==> config.mk <==
export PLATFORM = sky130hd
export DESIGN_NAME = mae_ram
export DESIGN_NICKNAME = d
export VERILOG_FILES = /design/src/sv/assert_macros.svh /design/src/sv/mae_ram.sv
export SDC_FILE = /design/constraint.sdc
export NUM_CORES = 2
export LEC_CHECK = 0
export ABC_AREA = 1
export BUFFER_PORTS_ARGS = -buffer_cell sky130_fd_sc_hd__buf_2
export CAP_MARGIN = 20
export CORE_MARGIN = 8
export CORE_UTILIZATION = 55
export CTS_CLUSTER_DIAMETER = 80
export DETAILED_ROUTE_END_ITERATION = 12
export PLACE_DENSITY = 0.71
export SLEW_MARGIN = 20
export SYNTH_ARGS = -nofsm -noshare
export SYNTH_HDL_FRONTEND = slang
export SYNTH_SLANG_ARGS = --single-unit
export TNS_END_PERCENT = 50
==> constraint.sdc <==
create_clock -name clock -period 9.25 [get_ports clock]
set_input_delay 0.925 -clock clock [delete_from_list [all_inputs] [get_ports clock]]
set_output_delay 0.925 -clock clock [all_outputs]
set_load 0.01 [all_outputs]
==> src/sv/assert_macros.svh <==
`ifndef ASSERT_MACROS_SVH
`define ASSERT_MACROS_SVH
// same-cycle implication, clocked on clock, off during reset
`define MAE_ASSERT_IMP(label, ante, cons, msg) \
   label: assert property (@(posedge clock) disable iff (reset) (ante) |-> (cons)) \
      else $error(msg);
// next-cycle implication
`define MAE_ASSERT_NXT(label, ante, cons, msg) \
   label: assert property (@(posedge clock) disable iff (reset) (ante) |=> (cons)) \
      else $error(msg);
`endif

==> src/sv/mae_ram.sv <==
module mae_ram #(
   parameter int WIDTH = 32,
   parameter int DEPTH = 64
) (
   input  logic                     clock,
   input  logic                     wr_en,
   input  logic [$clog2(DEPTH)-1:0] wr_addr,
   input  logic [WIDTH-1:0]         wr_data,
   input  logic [$clog2(DEPTH)-1:0] rd_addr,
   output logic [WIDTH-1:0]         rd_data
);

   logic [WIDTH-1:0] mem [DEPTH];

   always_ff @(posedge clock) begin
      if (wr_en) begin
         mem[wr_addr] <= wr_data;
      end
      rd_data <= mem[rd_addr];
   end

endmodule

==> run metrics <==
run status=finished clean; Max Root-Sink Buffers=3; HP Start=wr_data[28]; reg-to-reg startpoint=mem[31][8]; Worst R2R End=rd_data[8]; CTS Root Cell=clkbuf_16; Avg Inst Size Synth=12.2 sq um; IO Port Bufs=just under 80; latest clock arrival within the worst-skew pair=between 800 and 900 ps; sequential cell area fraction in the yosys report=75.1%; cells after synthesis=slightly below 7000; RSZ-0062 raised after global routing=false; fin area=91300 sq um; Switch Pwr=around 4400 uW; R2R depth=8; via count of the first global-routing pass=52100; global-route wire length before repair=roughly 330000 microns; Warnings, synthesis=0; Hold Crit Depth=1; setup TNS=0 ps; # DRC=0; CTS H-tree lvls=4; Distinct cells, synth=16; total routed wirelength=around 230000 microns; Cell Area, Placed=85000 sq um; r2r setup slk=~7400 ps; Reg clk slew, reported paths=approximately 60 ps; Resize count post-CTS=0; Seq pwr share=between 50% and 60%; vias=~55000; Seq cells post-synth=2080; Clk network pwr share=between 40% and 50%; Crit Path Class=input pin to flip-flop; DR vias/cell=6.15; clock skew=between 40 and 50 ps; startpoint types=input pin; Die X=404 microns; die area=about 160000 sq um; final hold vios=0; fin worst setup slack=between 5000 and 6000 ps; period utilisation layout=a little under half; drt wl/cell=between 20 and 30 microns; Net Sw Frac=about 23%; Post-CTS Hold Fix Bufs=0; f_max=0.236 GHz; initial antenna violation count=18; Period minus WS final=around 4200 ps; Worst Max-Slew Pin Slew=1190 ps; Initial DRT Pass Iterations=8; largest net degree at the start of global routing=around 250; total routing usage reported by global routing=between 20 and 30%; max_cap viols=0; Fillers=around 11000; worst endpoint data arrival time=approximately 5000 ps; CTS tree=built; CTS sink count=between 2000 and 2500; Final GP Congestion=slightly above 0.8; initial core utilization=between 50 and 60%; Rows=about 140; Worst Path Max Fanout=roughly 250; CP required=roughly 10000 ps; syn_nets=just under 7000; worst rel slew slack=between 20% and 30%; Placed Cells incl. Taps=approximately 8500; Post-Layout Cell Count=between 8000 and 9000; GR Overflow Total=0; Final Max Slew Viols=0; IR drop worst, VDD=0.161 mV; Post-CTS Repair Setup Buffers=0; half-perimeter wire length after detailed placement=about 110000 microns; combinational share of power=~6%; fraction of layout cells with a size suffix above 1=approximately 7.9%; commonest non-fill, non-tap cells in the layout=2248 x nand2_1, 2048 x edfxtp_1, 1907 x nand3_1, 196 x clkbuf_16, 129 x buf_4; Ports=78; synthesized cell area=around 83000 sq um; Cell Int Power=roughly 15000 uW; Core Area=between 100000 and 150000 sq um; Final setup viols=0; most common cell after layout, fill and taps aside=nand2_1; Post-Place Worst Slack=around 4400 ps; DIE HEIGHT=404 microns; clock buffer count from CTS=194; Area growth syn-to-layout=10.3%; pwr dens=roughly 210 nW/um^2; nets=a little under 7000; type of destination of the critical path=flip-flop; Leak=around 0.032 uW; Antenna Nets Post-Route=0; Hold WC Path Type=input pin to flip-flop; WHS Endpoint=mem[35][28]; Iteration-0 DRC Markers=~8000
## Yosys cell counts (all sizes together)
cell / instances / area (sq um)
dfxtp: 32 / 641
buf: 372 / 1960
nor2: 56 / 210
nand3: 1907 / 9540
edfxtp: 2048 / 61500
clkbuf: 77 / 289
nand4: 9 / 56.3
nand2: 2248 / 8440
inv: 12 / 47.6
nor4: 8 / 50.1
## cell families after synthesis
| logic type | synth area share, % |
|---|---|
| buffers and inverters | 2.78 |
| flip-flops | 75.1 |
| AND/OR/NAND/NOR | 22.1 |
## flip-flops by register name, indices dropped and copies added, names as in the netlist
signal	cells
rd_data	32
mem	2048
## per-stage QoR
stage          utilization [%]  hold WS, ps  power (uW)
2_1_floorplan                -          721       11300
3_5_place_dp              56.8          772       11800
3_3_place_gp              56.8          781       11800
5_1_grt                   61.0          677       20000
4_1_cts                   61.0          646       19500
6_report                  61.0          697       19500
## power by group through the flow
stage               Combinational, uW  Clock (uW)  Sequential [uW]
global route                     1260        8240            10500
global placement                 1130           0            10700
floorplan                         641           0            10700
finish                           1180        7830            10500
CTS                              1150        7880            10500
detailed placement               1150           0            10700
## layer usage
metal | vias up | wire length (microns) | global-route usage [%]
met5 | - | 83 | 0
met4 | 12 | 9260 | 11.1
met1 | 26700 | 85000 | 37.6
li1 | 24000 | - | -
met2 | 3510 | 105000 | 42.7
met3 | 529 | 30600 | 6.55
## how the worst max path moves through the flow
stage,to,startpoint,depth (start not counted)
after floorplan,mem[48][0],wr_en,3
after global placement,rd_data[5],rd_addr[0],11
after detailed placement,rd_data[9],rd_addr[0],12
after CTS,rd_data[15],rd_addr[0],12
after global routing,rd_data[31],rd_addr[0],12
final,rd_data[15],rd_addr[0],12
## worst max-delay path, stage by stage
cell and delay, ps:
buf_8 270, inv_16 570, buf_12 770, buf_4 670, nand2_1 150, nand3_1 120, nand3_1 130, nand3_1 150
nand3_1 190, nand2_1 320, nand2_1 140, nand2_1 100
## area by class of cell
class,count,area (sq um),share of cell area [%]
antenna,8,20.0,0.0219
clock buffer,253,5150,5.64
clock inverter,106,1070,1.17
inverter,12,83.8,0.0918
multi-input combinational,4228,18800,20.6
sequential,2080,62100,68.1
tap,2016,2520,2.76
timing repair buffer,212,1520,1.67
Power figures use the tool's default switching activity.
