File: config.mk
export PLATFORM = sky130hd
export DESIGN_NAME = mae_div
export DESIGN_NICKNAME = d
export VERILOG_FILES = /design/src/sv/assert_macros.svh /design/src/sv/mae_pkg.sv /design/src/sv/mae_div.sv
export SDC_FILE = /design/constraint.sdc
export NUM_CORES = 1
export LEC_CHECK = 0
export BUFFER_PORTS_ARGS = -buffer_cell sky130_fd_sc_hd__buf_2
export CAP_MARGIN = 10
export CORE_MARGIN = 8
export CORE_UTILIZATION = 25
export DETAILED_ROUTE_END_ITERATION = 10
export SLEW_MARGIN = 10
export SYNTH_ARGS = -nofsm -noshare
export SYNTH_HDL_FRONTEND = slang
export SYNTH_SLANG_ARGS = --single-unit
File: constraint.sdc
create_clock -name clock -period 5.2 [get_ports clock]
set_input_delay 0.26 -clock clock [delete_from_list [all_inputs] [get_ports clock]]
set_output_delay 0.26 -clock clock [all_outputs]
set_load 0.01 [all_outputs]
File: src/sv/assert_macros.svh
`ifndef ASSERT_MACROS_SVH
`define ASSERT_MACROS_SVH
// same-cycle implication, clocked on clock, off during reset
`define MAE_ASSERT_IMP(label, ante, cons, msg) \
   label: assert property (@(posedge clock) disable iff (reset) (ante) |-> (cons)) \
      else $error(msg);
// next-cycle implication
`define MAE_ASSERT_NXT(label, ante, cons, msg) \
   label: assert property (@(posedge clock) disable iff (reset) (ante) |=> (cons)) \
      else $error(msg);
`endif

File: src/sv/mae_pkg.sv
package mae_pkg;

   localparam int MAX_DIM   = 8;
   localparam int FRAC_BITS = 16;
   localparam int DEPTH     = MAX_DIM * MAX_DIM;
   localparam int ADDR_W    = $clog2(DEPTH);
   localparam int IDX_W     = $clog2(MAX_DIM);
   localparam int CD_W      = $clog2(MAX_DIM + 1);
   localparam int NA_W      = $clog2(DEPTH + 1);
   localparam int LC_W      = $clog2(2 * DEPTH + 1);
   localparam int ACC_W     = 64 + IDX_W + 1;
   localparam int NUM_W     = 32 + FRAC_BITS;

   localparam logic [2:0] OP_MUL  = 3'd0;
   localparam logic [2:0] OP_ADD  = 3'd1;
   localparam logic [2:0] OP_SUB  = 3'd2;
   localparam logic [2:0] OP_ADDS = 3'd3;
   localparam logic [2:0] OP_SUBS = 3'd4;
   localparam logic [2:0] OP_MULS = 3'd5;
   localparam logic [2:0] OP_DIVS = 3'd6;
   localparam logic [2:0] OP_TRAN = 3'd7;

   localparam logic [2:0] REG_OPERATION = 3'd0;
   localparam logic [2:0] REG_ROWS_A    = 3'd1;
   localparam logic [2:0] REG_COLS_A    = 3'd2;
   localparam logic [2:0] REG_ROWS_B    = 3'd3;
   localparam logic [2:0] REG_COLS_B    = 3'd4;
   localparam logic [2:0] REG_SCALAR    = 3'd5;

   localparam logic [1:0] STATUS_OK       = 2'd0;
   localparam logic [1:0] STATUS_MISMATCH = 2'd1;
   localparam logic [1:0] STATUS_OVERFLOW = 2'd2;
   localparam logic [1:0] STATUS_DIVZERO  = 2'd3;

   localparam logic [31:0] Q_MAX = 32'h7FFF_FFFF;
   localparam logic [31:0] Q_MIN = 32'h8000_0000;

   typedef struct packed {
      logic        valid;
      logic [31:0] value;
      logic        last;
      logic [1:0]  status;
   } result_type;

   function automatic logic [CD_W-1:0] clamp_dim(input logic [3:0] d);
      if (d == 4'd0) return CD_W'(1);
      if (int'(d) > MAX_DIM) return CD_W'(MAX_DIM);
      return CD_W'(d);
   endfunction

endpackage

File: src/sv/mae_div.sv
module mae_div (
   input  logic                clock,
   input  logic                reset,
   input  logic                start,
   input  logic signed [31:0]  dividend,
   input  logic signed [31:0]  divisor,
   input  logic                last_in,
   output mae_pkg::result_type result
);

   localparam int CNT_W = $clog2(mae_pkg::NUM_W);

   typedef enum logic [1:0] {D_IDLE, D_RUN, D_FIN} state_type;

   state_type                     state_ff, state_in;
   logic [CNT_W-1:0]              cnt_ff, cnt_in;
   logic [mae_pkg::NUM_W-1:0]     num_ff, num_in;
   logic [31:0]                   rem_ff, rem_in;
   logic [31:0]                   den_ff, den_in;
   logic                          neg_ff, neg_in;
   logic                          last_ff, last_in_q;
   mae_pkg::result_type           res_ff, res_in;

   logic [31:0]                   abs_num, abs_den;
   logic [32:0]                   rem_sh;
   logic                          qbit;
   logic [mae_pkg::NUM_W:0]       q_ext;

   assign abs_num = dividend[31] ? 32'(-dividend) : dividend;
   assign abs_den = divisor[31] ? 32'(-divisor) : divisor;
   assign rem_sh  = {rem_ff, num_ff[mae_pkg::NUM_W-1]};
   assign qbit    = rem_sh >= {1'b0, den_ff};
   assign q_ext   = {1'b0, num_ff};

   always_comb begin
      state_in  = state_ff;
      cnt_in    = cnt_ff;
      num_in    = num_ff;
      rem_in    = rem_ff;
      den_in    = den_ff;
      neg_in    = neg_ff;
      last_in_q = last_ff;
      res_in    = '0;
      case (state_ff)
         D_IDLE: begin
            if (start) begin
               last_in_q = last_in;
               if (divisor == 32'sd0) begin
                  res_in.valid  = 1'b1;
                  res_in.value  = dividend[31] ? mae_pkg::Q_MIN : mae_pkg::Q_MAX;
                  res_in.last   = last_in;
                  res_in.status = mae_pkg::STATUS_DIVZERO;
               end else begin
                  num_in   = mae_pkg::NUM_W'(abs_num) << mae_pkg::FRAC_BITS;
                  den_in   = abs_den;
                  rem_in   = '0;
                  neg_in   = dividend[31] ^ divisor[31];
                  cnt_in   = '0;
                  state_in = D_RUN;
               end
            end
         end
         D_RUN: begin
            rem_in = qbit ? 32'(rem_sh - {1'b0, den_ff}) : rem_sh[31:0];
            num_in = {num_ff[mae_pkg::NUM_W-2:0], qbit};
            cnt_in = cnt_ff + CNT_W'(1);
            if (cnt_ff == CNT_W'(mae_pkg::NUM_W - 1)) begin
               state_in = D_FIN;
            end
         end
         D_FIN: begin
            res_in.valid  = 1'b1;
            res_in.last   = last_ff;
            res_in.status = mae_pkg::STATUS_OK;
            if (neg_ff) begin
               if (q_ext > (mae_pkg::NUM_W+1)'(64'h8000_0000)) begin
                  res_in.value  = mae_pkg::Q_MIN;
                  res_in.status = mae_pkg::STATUS_OVERFLOW;
               end else begin
                  res_in.value = 32'(-num_ff);
               end
            end else begin
               if (q_ext > (mae_pkg::NUM_W+1)'(64'h7FFF_FFFF)) begin
                  res_in.value  = mae_pkg::Q_MAX;
                  res_in.status = mae_pkg::STATUS_OVERFLOW;
               end else begin
                  res_in.value = num_ff[31:0];
               end
            end
            state_in = D_IDLE;
         end
         default: state_in = D_IDLE;
      endcase
   end

   always_ff @(posedge clock) begin
      if (reset) begin
         state_ff     <= D_IDLE;
         res_ff.valid <= 1'b0;
      end else begin
         state_ff     <= state_in;
         res_ff.valid <= res_in.valid;
      end
      res_ff.value  <= res_in.value;
      res_ff.last   <= res_in.last;
      res_ff.status <= res_in.status;
      cnt_ff        <= cnt_in;
      num_ff        <= num_in;
      rem_ff        <= rem_in;
      den_ff        <= den_in;
      neg_ff        <= neg_in;
      last_ff       <= last_in_q;
   end

   assign result = res_ff;

endmodule

==> impl_metrics.tcl, run 1 <==
set metrics [dict create \
    status "completed" \
    cts_made_buffers 17 \
    tritoncts_num_sinks 158 \
    min_period_ps 3760 \
    rsz0062_at_grt "no" \
    crit_type "reg2reg" \
    area_delta_synth_final_pct 16.5 \
    p_per_area_nw_per_um2 331 \
    fin_setup_tns_ps 0 \
    synth_commonest_cells "nand2_1, edfxtp_1, o21ai_0, nor2_1, a21oi_1" \
    worst_pin_slew_ps 918 \
    final_cells 1652 \
    synthesis.nets 1148 \
    grt_overflow 0 \
    yosys-top-cells-area "edfxtp_1, dfxtp_1, nand2_1" \
    place_congestion 0.847 \
    cts_root_buffer "clkbuf_16" \
    clkPwrFrac_pct 33.1 \
    drive_gt1_share_pct 15.1 \
    drc 0 \
    hp-start "reset" \
    ys_seq_area_share_pct 44.5 \
    max-cap-violations 0 \
    clockBufferDepth 2 \
    io_pins 104 \
    slew-limit-headroom_pct 38.5 \
    synth_edf_count 120 \
    antenna_cells 0 \
    fin_util_pct 29.5 \
    antenna_found_initial 1 \
    leakagePower_nw 4.61 \
    dieWidth_um 214 \
    yosysTopAreaCell "edfxtp_1" \
    ir_drop_uv 214 \
    r2r_slack_ps 1440 \
    setup_viol 0 \
    seq_area_um2 4360 \
    htree_levels 4 \
    wl_per_cell_um 14.9 \
    whs_endpoint "state_ff[0]" \
    via_per_inst 4.78 \
    start_kind "register" \
    final.fill_count 4097 \
    hp-class "in2reg" \
    synthCells 1043 \
    yosys_warnings 0 \
    r2r_end "rem_ff[15]" \
    grt_start_max_net_pins 78 \
    grt.total_usage_pct 10.7 \
    placedCellCount 1619 \
    fin_crit_sh_pct 72.3 \
    first_global_vias 7841 \
    first_pass_iters 5 \
    detail-route-antenna-nets 0 \
    dieArea_um2 45800 \
    synth.most_common_cell "nand2_1" \
    cts_tree "yes" \
    drtIter0Drc 446 \
    switchingPower_mw 1.23 \
    skew_ps 9.99 \
    cts.repair.resized 0 \
    hold_viol_final 0 \
    switching_share_pct 32.6 \
    drv_slew 0 \
    synth_flop_cell "edfxtp_1" \
    end_kind "register" \
    yosysTopAreaCellShare_pct 36.7 \
    core_um2 38700 \
    clk_latency_ps 440 \
    fmax_ghz 0.266 \
    r2r-start "rem_ff[5]" \
    vias 7891 \
    grt_pass1_wl_um 40800 \
    die-height_um 214 \
    cp_max_fo 26 \
    required_ps 5370 \
    ys_types 71 \
    io_buffers 103 \
    async_flop_share_pct 0 \
    rr_worst_depth 11 \
    wl_um 24600 \
    comb_power_share_pct 24.6 \
    start_util_pct 25.3 \
    netlist_area_um2 9810 \
    multi_input_area_um2 5050 \
    p_int_mw 2.55 \
    final_nets 1226 \
    worstPathArrival_ps 3930 \
    std_cell_rows 72 \
    yosys_register_bits 158 \
    synth.avg_cell_area_um2 9.41 \
    whs_path_depth 2 \
    seq_power_share_pct 42.4 \
    clk_pin_slew_ps 70 \
    post-dp-hpwl_um 18300 \
]
==> sequential cells by signal, indices dropped and copies added (netlist names) <==
signal and flops:
den_ff 32, num_ff 48, result 36, state_ff 2, neg_ff 1, cnt_ff 6, rem_ff 32, last_ff 1
==> stage by stage <==
stage | worst slack [ps] | cell area, um2 | hold WS (ps) | power (mW)
floorplan | 35.2 | 9810 | 332 | 2.30
global placement | 1620 | 10800 | 459 | 2.54
detailed placement | 1460 | 10800 | 461 | 2.55
CTS | 1440 | 11400 | 0.447 | 3.81
global route | 1180 | 11400 | 2.21 | 4.00
finish | 1440 | 11400 | 22.9 | 3.79
==> per-layer routing <==
metal  track usage, %  vias up  part of all wire [%]
li1                 -     3962                     -
met1             13.8     3720                    47
met2             17.8      192                    47
met3             2.47       17                   4.5
met4             2.56        0                   1.2
met5                0        -                     0
==> cells by family (layout without fill, tap and decap cells) <==
group	after synthesis	in the layout	share of synthesized area, %
flops	158	158	44.5
buf+inv	105	196	4.28
mux	23	23	2.36
simple gates	369	369	19.2
compound gates	259	259	16.7
fa+ha+maj	37	37	4.79
xor+xnor	92	92	8.21
==> cell usage in the layout (no fill, tap or decap), drive strengths merged, types with 6 or more instances in the layout <==
cell,synthesis,final
and3,10,10
nand4,8,8
inv,52,61
nand2b,13,13
mux2i,22,22
o211ai,12,12
o31ai,15,15
o221ai,17,17
nand2,135,135
clkbuf,44,18
xor2,43,43
or4,8,8
o21ai,77,77
dfxtp,38,38
a31oi,10,10
nor2,64,64
nor3b,6,6
edfxtp,120,120
buf,9,111
or3,17,17
a211oi,12,12
a21o,16,16
xnor2,49,49
and2,19,19
o41ai,7,7
nor4,20,20
nor2b,10,10
nor3,16,16
nand3,28,28
ha,36,36
a21oi,62,62
==> critical path, cell delays in order (launching register included) <==
cell	delay (ps)
edfxtp_1	420
ha_1	410
a21oi_1	90
o21ai_0	420
nand3_1	140
nand3_1	210
o21ai_0	190
o21a_1	260
o21ai_4	720
buf_4	360
mux2i_1	230
nor2_1	50
==> layout make-up <==
cell class / instances / share of cell area (%)
clock buffer: 18 / 3.94
clock inverter: 14 / 1.20
inverter: 52 / 1.71
multi-input combinational: 780 / 44.2
sequential: 158 / 38.2
tap: 518 / 5.67
timing repair buffer: 112 / 5.12
==> power by group through the flow <==
stage | Sequential, mW | Clock [mW] | Combinational (mW)
2_1_floorplan | 1.60 | 0 | 0.701
3_3_place_gp | 1.63 | 0 | 0.911
3_5_place_dp | 1.63 | 0 | 0.922
4_1_cts | 1.60 | 1.28 | 0.929
5_1_grt | 1.62 | 1.34 | 1.04
6_report | 1.61 | 1.25 | 0.930
==> worst max path at each step <==
stage | depth (start not counted) | to | start
6_report | 11 | rem_ff[15] | rem_ff[5]
5_1_grt | 11 | rem_ff[15] | rem_ff[5]
4_1_cts | 11 | rem_ff[15] | rem_ff[5]
3_5_place_dp | 10 | rem_ff[18] | rem_ff[6]
3_3_place_gp | 10 | rem_ff[20] | rem_ff[5]
2_1_floorplan | 9 | cnt_ff[0] | divisor[0]
==> what timing repair did <==
item | in CTS | in global routing
hold buffers | 1 | 0
setup endpoints to repair | 0 | 0
setup buffers | 0 | 0
hold endpoints to repair | 1 | 0
(Power assumes the default switching activity.)
==> inputs of run 2 (changes only) <==
Clock period 5.2 ns to 3.1 ns, I/O delays scaled along.
==> impl_metrics.tcl, run 2 (same netlist as run 1, synthesis figures left out) <==
set metrics [dict create \
    first_pass_iters 5 \
    r2r-start "num_ff[47]" \
    clk_latency_ps 440 \
    vias 8114 \
    drtIter0Drc 422 \
    place_congestion 0.840 \
    crit_type "reg2reg" \
    area_delta_synth_final_pct 20.9 \
    seq_area_um2 4360 \
    hp-class "in2reg" \
    wl_um 25800 \
    clockBufferDepth 2 \
    dieArea_um2 45800 \
    antenna_found_initial 3 \
    slew-limit-headroom_pct 47.6 \
    worstPathArrival_ps 3160 \
    post-dp-hpwl_um 19300 \
    grt.total_usage_pct 10.9 \
    rsz0062_at_grt "yes" \
    final_cells 1697 \
    die-height_um 214 \
    start_kind "register" \
    worst_pin_slew_ps 786 \
    skew_ps 12.7 \
    std_cell_rows 72 \
    multi_input_area_um2 5120 \
    wl_per_cell_um 15.2 \
    final.fill_count 4108 \
    end_kind "register" \
    htree_levels 4 \
    clk_pin_slew_ps 70 \
    final_cell_mix "nand2_1, edfxtp_1, buf_2, o21ai_0, nor2_1" \
    cts_root_buffer "clkbuf_16" \
    max-cap-violations 0 \
    grt_pass1_wl_um 41500 \
    fin_area_um2 11900 \
    placed_area_um2 11200 \
    mostFrequentLayoutCell "nand2_1" \
    first_global_vias 8056 \
    leakagePower_nw 4.83 \
    required_ps 3290 \
    tritoncts_num_sinks 158 \
    cp_max_fo 3 \
    hp-start "divisor[29]" \
    drc 0 \
    min_period_ps 2970 \
    fmax_ghz 0.337 \
    status "completed" \
    ir_drop_uv 332 \
    detail-route-antenna-nets 0 \
    whs_endpoint "den_ff[29]" \
    drive_gt1_share_pct 19.2 \
    rr_worst_depth 12 \
    final_nets 1267 \
    start_util_pct 25.3 \
    placedCellCount 1657 \
    core_um2 38700 \
    io_buffers 103 \
    r2r_end "rem_ff[20]" \
    fin_setup_tns_ps 0 \
    hold_slack_ps 26.5 \
    hold_viol_final 0 \
    pre_cts_ws_ps 30.3 \
    drv_slew 0 \
    fin_util_pct 30.6 \
    io_pins 104 \
    largest_reg_flops 48 \
    grt_start_max_net_pins 77 \
    whs_path_depth 2 \
    fin_total_pwr_mw 6.45 \
    cts_made_buffers 17 \
    fin_crit_sh_pct 95.7 \
    regMostFlops "num_ff" \
    setup_viol 0 \
    r2r_slack_ps 130 \
    via_per_inst 4.78 \
    p_per_area_nw_per_um2 544 \
    dieWidth_um 214 \
    cts_tree "yes" \
    setup_ws_ps 132 \
    grt_overflow 0 \
]
==> run 2: layout make-up <==
cell class	instances	area share, %
clock buffers	18	3.80
clock inverters	14	0.971
multi-input cells	780	43.2
diodes	4	0.0844
inverters	52	1.65
repair buffers	153	8.06
flip-flops and latches	158	36.8
well taps	518	5.46
==> run 2: power by group <==
group	total (mW)	internal [mW]	leakage, nW	switching [mW]
Clock	2.06	1.10	0.288	0.961
Combinational	1.70	0.741	3.01	0.961
Sequential	2.69	2.53	1.53	0.155
==> run 2: metal layers <==
| metal | wire (um) | track usage [%] | vias up | share of wire, % |
|---|---|---|---|---|
| li1 | - | - | 4042 | - |
| met1 | 12000 | 14.2 | 3812 | 47 |
| met2 | 11800 | 17.6 | 224 | 46 |
| met3 | 1390 | 2.68 | 36 | 5.4 |
| met4 | 503 | 3.72 | 0 | 2.0 |
| met5 | 0 | 0 | - | 0 |
==> run 2: timing repair <==
| action | in CTS | in global routing |
|---|---|---|
| endpoints found under the setup margin | 0 | 31 |
| hold endpoints to repair | 5 | 0 |
| setup buffers | 0 | 1 |
| gates resized for setup | 0 | 22 |
| hold buffers | 3 | 0 |
==> run 2: how the worst max path moves through the flow <==
| stage | startpoint | endpoint | slack (ps) | cells past startpoint |
|---|---|---|---|---|
| global placement | num_ff[47] | rem_ff[30] | 130 | 12 |
| detailed placement | num_ff[47] | rem_ff[30] | 30 | 12 |
| floorplan | rem_ff[11] | rem_ff[11] | 90 | 13 |
| finish | num_ff[47] | rem_ff[20] | 130 | 12 |
| global route | num_ff[47] | rem_ff[20] | -40 | 12 |
| CTS | num_ff[47] | rem_ff[30] | 20 | 12 |
==> run 2: critical path, stage by stage, from the launching register on <==
cell and delay [ps]:
edfxtp_1 390, inv_1 80, ha_1 180, fa_1 210, nand2b_1 160, a21oi_2 90
or4_1 530, a31oi_2 250, o21ai_1 140, a31oi_1 310, buf_4 170, xor2_1 140
o22ai_1 100
==> inputs of run 3 (changes only) <==
Settings changed: CORE_ASPECT_RATIO set to 1.4.
==> impl_metrics.tcl, run 3 (same netlist as run 1, synthesis figures left out) <==
set metrics [dict create \
    status "completed" \
    final_cell_mix "nand2_1, edfxtp_1, buf_2, o21ai_0, nor2_1" \
    tritoncts_num_sinks 158 \
    worstPathArrival_ps 3150 \
    worstSetupEndpoint "rem_ff[7]" \
    rr_worst_depth 12 \
    final.fill_count 4070 \
    ir_drop_uv 289 \
    fin_crit_sh_pct 96.1 \
    htree_levels 4 \
    required_ps 3270 \
    cts_tree "yes" \
    std_cell_rows 86 \
    setup_viol 0 \
    cts_setup_buffers 0 \
    drc 0 \
    area_delta_synth_final_pct 23.3 \
    drtIter0Drc 522 \
    fin_total_pwr_mw 6.62 \
    min_period_ps 2980 \
    placed_area_um2 11300 \
    clk_latency_ps 430 \
    slew-limit-headroom_pct 55.6 \
    dieWidth_um 183 \
    leakagePower_nw 4.92 \
    regMostFlops "num_ff" \
    cts_made_buffers 17 \
    grt_overflow 0 \
    largest_reg_flops 48 \
    post-dp-hpwl_um 19800 \
    hp-start "divisor[9]" \
    r2r-start "rem_ff[9]" \
    grt.total_usage_pct 11.2 \
    via_per_inst 4.82 \
    crit_type "reg2reg" \
    grt_start_max_net_pins 64 \
    start_util_pct 25.1 \
    worst_pin_slew_ps 666 \
    vias 8264 \
    fin_area_um2 12100 \
    io_pins 104 \
    antenna_found_initial 2 \
    clk_pin_slew_ps 80 \
    placedCellCount 1679 \
    hold_slack_ps 20.5 \
    wl_um 26300 \
    cp-startpoint "rem_ff[9]" \
    final_cells 1715 \
    first_pass_iters 5 \
    r2r_end "rem_ff[7]" \
    dieArea_um2 45900 \
    whs_path_depth 2 \
    p_per_area_nw_per_um2 547 \
    io_buffers 103 \
    clockBufferDepth 2 \
    grt_pass1_wl_um 41600 \
    hold_viol_final 0 \
    drive_gt1_share_pct 20.9 \
    drv_slew 0 \
    cp_max_fo 14 \
    wl_per_cell_um 15.4 \
    rsz0062_at_grt "yes" \
    start_kind "register" \
    fin_setup_tns_ps 0 \
    max-cap-violations 0 \
    end_kind "register" \
    die-height_um 250 \
    final_nets 1278 \
    hp-class "in2reg" \
    first_global_vias 8088 \
    fmax_ghz 0.336 \
    mostFrequentLayoutCell "nand2_1" \
    detail-route-antenna-nets 0 \
    core_um2 39100 \
    skew_ps 10.5 \
    r2r_slack_ps 120 \
    place_congestion 0.861 \
    cts_root_buffer "clkbuf_16" \
]
==> run 3: cell count changes in the layout (fill, tap and decap cells not counted), moves of 3 or more <==
cell	delta
ha_4	+3
ha_1	-3
inv_6	-5
clkinv_8	+4
diode_2	-3
buf_4	+10
==> run 3: cell type report <==
cell class | instances | area (um2) | area share (%)
antenna | 1 | 2.50 | 0.0207
clock buffer | 17 | 425 | 3.52
clock inverter | 15 | 173 | 1.43
inverter | 52 | 195 | 1.61
multi-input combinational | 780 | 5210 | 43.1
sequential | 158 | 4360 | 36.1
tap | 528 | 661 | 5.46
timing repair buffer | 164 | 1060 | 8.76
==> run 3: how the worst min path moves through the flow <==
| stage | to | slack [ps] |
|---|---|---|
| 4_1_cts | den_ff[11] | 3 |
| 6_report | den_ff[9] | 20 |
| 5_1_grt | den_ff[9] | 10 |
| 2_1_floorplan | state_ff[0] | 230 |
| 3_5_place_dp | last_ff | 390 |
| 3_3_place_gp | state_ff[0] | 390 |
==> run 3: stage by stage <==
stage | setup WS [ps] | util, %
after detailed placement | 27.2 | 28.9
after floorplan | 90.3 | -
after global placement | 67.4 | 28.9
after CTS | 18.0 | 30.5
after global routing | -54.8 | 31.0
final | 119 | 31.0
==> run 3: metal layers <==
metal	global-route usage [%]	vias to the layer above	part of all wire (%)
met4	4.80	2	3.2
met1	12.8	3908	42
li1	-	4058	-
met2	20.4	242	51
met3	1.74	54	3.8
met5	0	-	0.049
==> run 3: critical path: stages, from the launching register on <==
cell      delay [ps]
edfxtp_1         410
ha_1             400
and2_1           170
and3_1           200
o211ai_1         110
nand3_1          170
o21ai_0          120
buf_4            160
o21a_1           220
o21ai_4          280
buf_12           190
mux2i_1          220
nor2_1            60
==> run 3: what timing repair did <==
action	CTS	global route
endpoints found under the setup margin	1	98
pin swaps	1	3
endpoints found under the hold margin	5	0
resized for setup	0	41
hold buffers	3	0
==> run 3: power by group <==
part	internal (mW)	leakage [nW]	switching, mW
clock network	1.09	0.290	1.04
registers	2.53	1.53	0.158
logic	0.802	3.10	0.998
total	4.42	4.92	2.20
